==> src/rtl/tail_mass_drop_selector_top_assert.svh <==
// Assertion macros for the tail mass drop selector.
`ifndef TAIL_MASS_DROP_SELECTOR_TOP_ASSERT_SVH
`define TAIL_MASS_DROP_SELECTOR_TOP_ASSERT_SVH

// Same-cycle implication.
`define TMDS_ASSERT_IMP(lbl, clk, rstn, ante, cons) \
  lbl: assert property (@(posedge clk) disable iff (!rstn) (ante) |-> (cons)) \
    else $error("tmds assertion failed");

// Next-cycle implication.
`define TMDS_ASSERT_NXT(lbl, clk, rstn, ante, cons) \
  lbl: assert property (@(posedge clk) disable iff (!rstn) (ante) |=> (cons)) \
    else $error("tmds assertion failed");

`endif

==> src/rtl/tmds_pkg.sv <==
`timescale 1ns / 1ps
// ----------------------------------------------------------------------------
// tmds_pkg
// Shared types and constants of the tail mass drop selector.
// ----------------------------------------------------------------------------
package tmds_pkg;

  localparam int MaxTargets = 64;
  localparam int IdxW       = $clog2(MaxTargets);
  localparam int CntW       = IdxW + 1;
  localparam int ValW       = 32;
  localparam int KeyW       = 32;
  localparam int PctW       = 7;
  localparam int MassW      = 38;
  localparam int BudW       = MassW + PctW;

  localparam logic [CntW-1:0] MinFilter = CntW'(20);
  localparam logic [CntW-1:0] MinTail   = CntW'(2);
  localparam logic [PctW-1:0] FullPct   = PctW'(100);

  typedef struct packed {
    logic [ValW-1:0] val;
    logic [KeyW-1:0] key;
  } entry_t;

  typedef struct packed {
    logic            we;
    logic [IdxW-1:0] waddr;
    entry_t          wdata;
    logic            re;
    logic [IdxW-1:0] raddr;
  } ram_req_t;

  typedef enum logic [2:0] {
    S_IDLE,
    S_INS,
    S_PUT,
    S_BUDGET,
    S_SCAN,
    S_EMIT_RD,
    S_EMIT_OUT
  } state_e;

endpackage

==> src/rtl/tmds_ram.sv <==
`timescale 1ns / 1ps
// ----------------------------------------------------------------------------
// tmds_ram
// Sorted target store: one write and one registered read per cycle.
// ----------------------------------------------------------------------------
module tmds_ram (
  input  logic              clk_i,
  input  tmds_pkg::ram_req_t req_i,
  output tmds_pkg::entry_t  rdata_o
);
  import tmds_pkg::*;

  entry_t mem [MaxTargets];
  entry_t rdata_q;

  always_ff @(posedge clk_i) begin
    if (req_i.we) begin
      mem[req_i.waddr] <= req_i.wdata;
    end
    if (req_i.re) begin
      rdata_q <= mem[req_i.raddr];
    end
  end

  assign rdata_o = rdata_q;

endmodule

==> config.mk <==
export PLATFORM = sky130hd
export DESIGN_NAME = tmds_ram
export DESIGN_NICKNAME = d
export VERILOG_FILES = /design/src/rtl/tail_mass_drop_selector_top_assert.svh /design/src/rtl/tmds_pkg.sv /design/src/rtl/tmds_ram.sv
export SDC_FILE = /design/constraint.sdc
export NUM_CORES = 2
export LEC_CHECK = 0
export BUFFER_PORTS_ARGS = -buffer_cell sky130_fd_sc_hd__buf_4
export CELL_PAD_IN_SITES_DETAIL_PLACEMENT = 1
export CELL_PAD_IN_SITES_GLOBAL_PLACEMENT = 2
export CORE_MARGIN = 5
export CORE_UTILIZATION = 51
export DETAILED_ROUTE_END_ITERATION = 6
export PLACE_DENSITY_LB_ADDON = 0.08
export SYNTH_ARGS = -nofsm -noshare
export SYNTH_HDL_FRONTEND = slang
export SYNTH_SLANG_ARGS = --single-unit
==> constraint.sdc <==
create_clock -name clk_i -period 7.05 [get_ports clk_i]
set_clock_uncertainty 0.1 [all_clocks]
set_input_delay 0.705 -clock clk_i [delete_from_list [all_inputs] [get_ports clk_i]]
set_output_delay 0.705 -clock clk_i [all_outputs]
set_load 0.05 [all_outputs]
==> out/metrics.yaml <==
sta:
  fin_crit_ns: 3.20
  finalSetupViolations: 0
  tns_ns: 0
  relSlewSlack: 0.173
  hold_viol: 0
  layout_setup_ws_ns: 3.85
  period_share: 0.454
  max_freq_ghz: 0.313
  drv_slew: 0
  rsz0062_at_grt: "false"
  tightest_slew_ns: 1.24
clocking:
  cts_buffers: 424
  root_buffer: "clkbuf_16"
  post_cts_buffers: 0
  clock-sinks: 4160
  clock_latency_ns: 0.96
  clk_pin_slew_ns: 0.06
  clock_path_buffers: 4
  htreeDepth: 5
  ctsHoldBuffers: 0
  ctsResizeCount: 0
  cts_tree: "yes"
logic_synthesis:
  synth_xor_area_frac: 0
  yosysWarnings: 0
  synth_compound_area_frac: 0.0247
  synth_top_family_by_area: "multiplexers"
  netlist_area_mm2: 0.157
  ys_seq_area_frac: 0.796
  synth-simple-area-share: 0.0123
  yosys_register_bits: 4160
  syn-num-nets: 6677
  synth_mux_area_frac: 0.156
  synthCells: 6598
  yosys.area_share.adder: 0
  avgSynthCellArea_um2: 23.8
  ys_types: 32
placed_design:
  dp_hpwl_um: 249000
  io_buffers: 142
  gp_congestion: 0.763
  dp_slack_ns: 2.82
  place_area_mm2: 0.164
power:
  peakVddDrop_mv: 0.237
  power_density_mw_per_mm2: 291
  p_leak_nw: 55.1
global_routing:
  grt_pass1_vias: 79500
  grt_max_degree: 92
  gr-total-overflow: 0
  antenna_found_initial: 41
  grt_pass1_wl_um: 660000
  grtUsageTotal: 0.300
floorplanning:
  initial_utilization: 0.513
  rows: 203
  io_pins: 143
  die_w_um: 565
  core_mm2: 0.306
  die_area_mm2: 0.319
  die_h_um: 565
finish:
  final_cell_mix: "4160 x edfxtp_1, 1024 x mux4_2, 429 x clkbuf_16, 321 x buf_4, 168 x a22oi_1"
  final_area_mm2: 0.177
  drive_gt1_frac: 0.280
  final_common_cell: "edfxtp_1"
  nNetsFinal: 7095
  syn_to_final_growth_pct: 12.9
  final_util: 0.579
critical_path:
  r2r_start: "mem[47][41]"
  cpPeakStageDelay_ns: 0.67
  worst_setup_path_start_kind: "primary input"
  end_kind: "flop"
  path_cells: "buf_16, buf_4, buf_4, mux4_2, mux2i_1, nand2_1, a41oi_1, a211oi_1"
  slowest_stage: "buf_4"
  crit_type: "primary input to flop"
  required_ns: 7.61
  startpoint: "req_i[0]"
  cp.arrival_ns: 3.76
  cp_max_fo: 82
  critical_path.most_common_cell: "buf_4"
route:
  route.detailed.drc: 1
  vias_per_cell: 6.74
  vias: 77300
  drtIter0Drc: 9775
  drtAntennaViolNets: 0
  wl_um: 476000
  routedWlPerCell_um: 41.5
  dr.pass1.iters: 7
hold_path:
  hp-class: "primary input to flop"
  min_from: "req_i[54]"
outcome:
  status: "complete, but fails checks"
  violations: "design-rule violations"
flow_run:
  drv_cap: 0
-- registers in the layout (all words and copies together), names as in the netlist --
register / count
mem: 4096
rdata_o: 64
-- report_power, final --
part           switching, mW  internal (mW)  leakage [nW]  total, mW
sequential             0.111           27.4          37.5       27.6
clock                   9.42           12.2          6.44       21.6
combinational           1.61          0.869          11.2       2.47
-- through the flow --
step | power, mW | hold WS (ns) | cells
floorplan | 29.4 | 0.704 | 6598
global placement | 30.5 | 0.789 | 10700
detailed placement | 30.6 | 0.809 | 10700
CTS | 52.0 | 0.0891 | 11500
global route | 53.3 | 0.157 | 11500
finish | 51.6 | 0.169 | 11500
-- final timing paths --
| path | end | slack, ns | depth (start not counted) |
|---|---|---|---|
| worst max register to register | rdata_o[41] | 4.63 | 5 |
| worst min register to register | rdata_o[28] | 0.82 | 4 |
| worst min-delay path | mem[23][47] | 0.17 | 1 |
| worst max-delay path | rdata_o[24] | 3.85 | 8 |
-- layer usage --
metal,up-vias,global-route usage,share of wire
met2,3910,0.473,0.48
met4,16,0.0993,0.037
li1,29400,-,-
met1,43000,0.429,0.40
met5,-,0,0.00025
met3,857,0.0583,0.084
-- worst max-delay path: cells and delay by family --
kind / cells / cell delay [ns]
AND/OR/NAND/NOR: 1 / 0.08
buffers and inverters: 3 / 1.71
AO/OA/AOI/OAI: 2 / 0.32
multiplexers: 2 / 0.78
-- Yosys cell counts (all sizes together) --
library cell  instances  area share
nand4                 2    0.000080
nand3b                2    0.000096
edfxtp             4160        0.80
a22oi               168      0.0080
nor2                112      0.0027
a22o                 88      0.0049
a2bb2oi              19      0.0011
o22ai                83      0.0033
a31o                  1    0.000056
or3b                  1    0.000056
nor2b                28      0.0011
nand2b               11     0.00044
a211oi               63      0.0030
o221ai               38      0.0021
inv                  19     0.00045
mux4               1024        0.15
nand3                45      0.0014
buf                 230      0.0080
or3                  29      0.0012
nor3                  2    0.000064
a31oi                18     0.00072
and2                  3     0.00012
nand2                58      0.0014
clkbuf              140      0.0033
nand4b                1    0.000056
and3                 64      0.0026
or2                  28      0.0011
mux2i               135      0.0086
a41oi                26      0.0015
-- cell type report --
class,count,area (µm²)
multi-input cells,2049,30800
flip-flops and latches,4160,125000
inverters,19,71.3
diodes,13,32.5
repair buffers,362,3230
fillers,24700,129000
clock inverters,262,2100
well taps,4100,5130
clock buffers,504,11000
-- cell families (layout without fill, tap and decap cells) --
family / after synthesis / in the layout
mux: 1159 / 1159
other cells: 0 / 13
buf+inv: 389 / 1147
compound gates: 504 / 504
simple gates: 386 / 386
flops: 4160 / 4160
No activity file was read; power rests on OpenSTA's default activity.
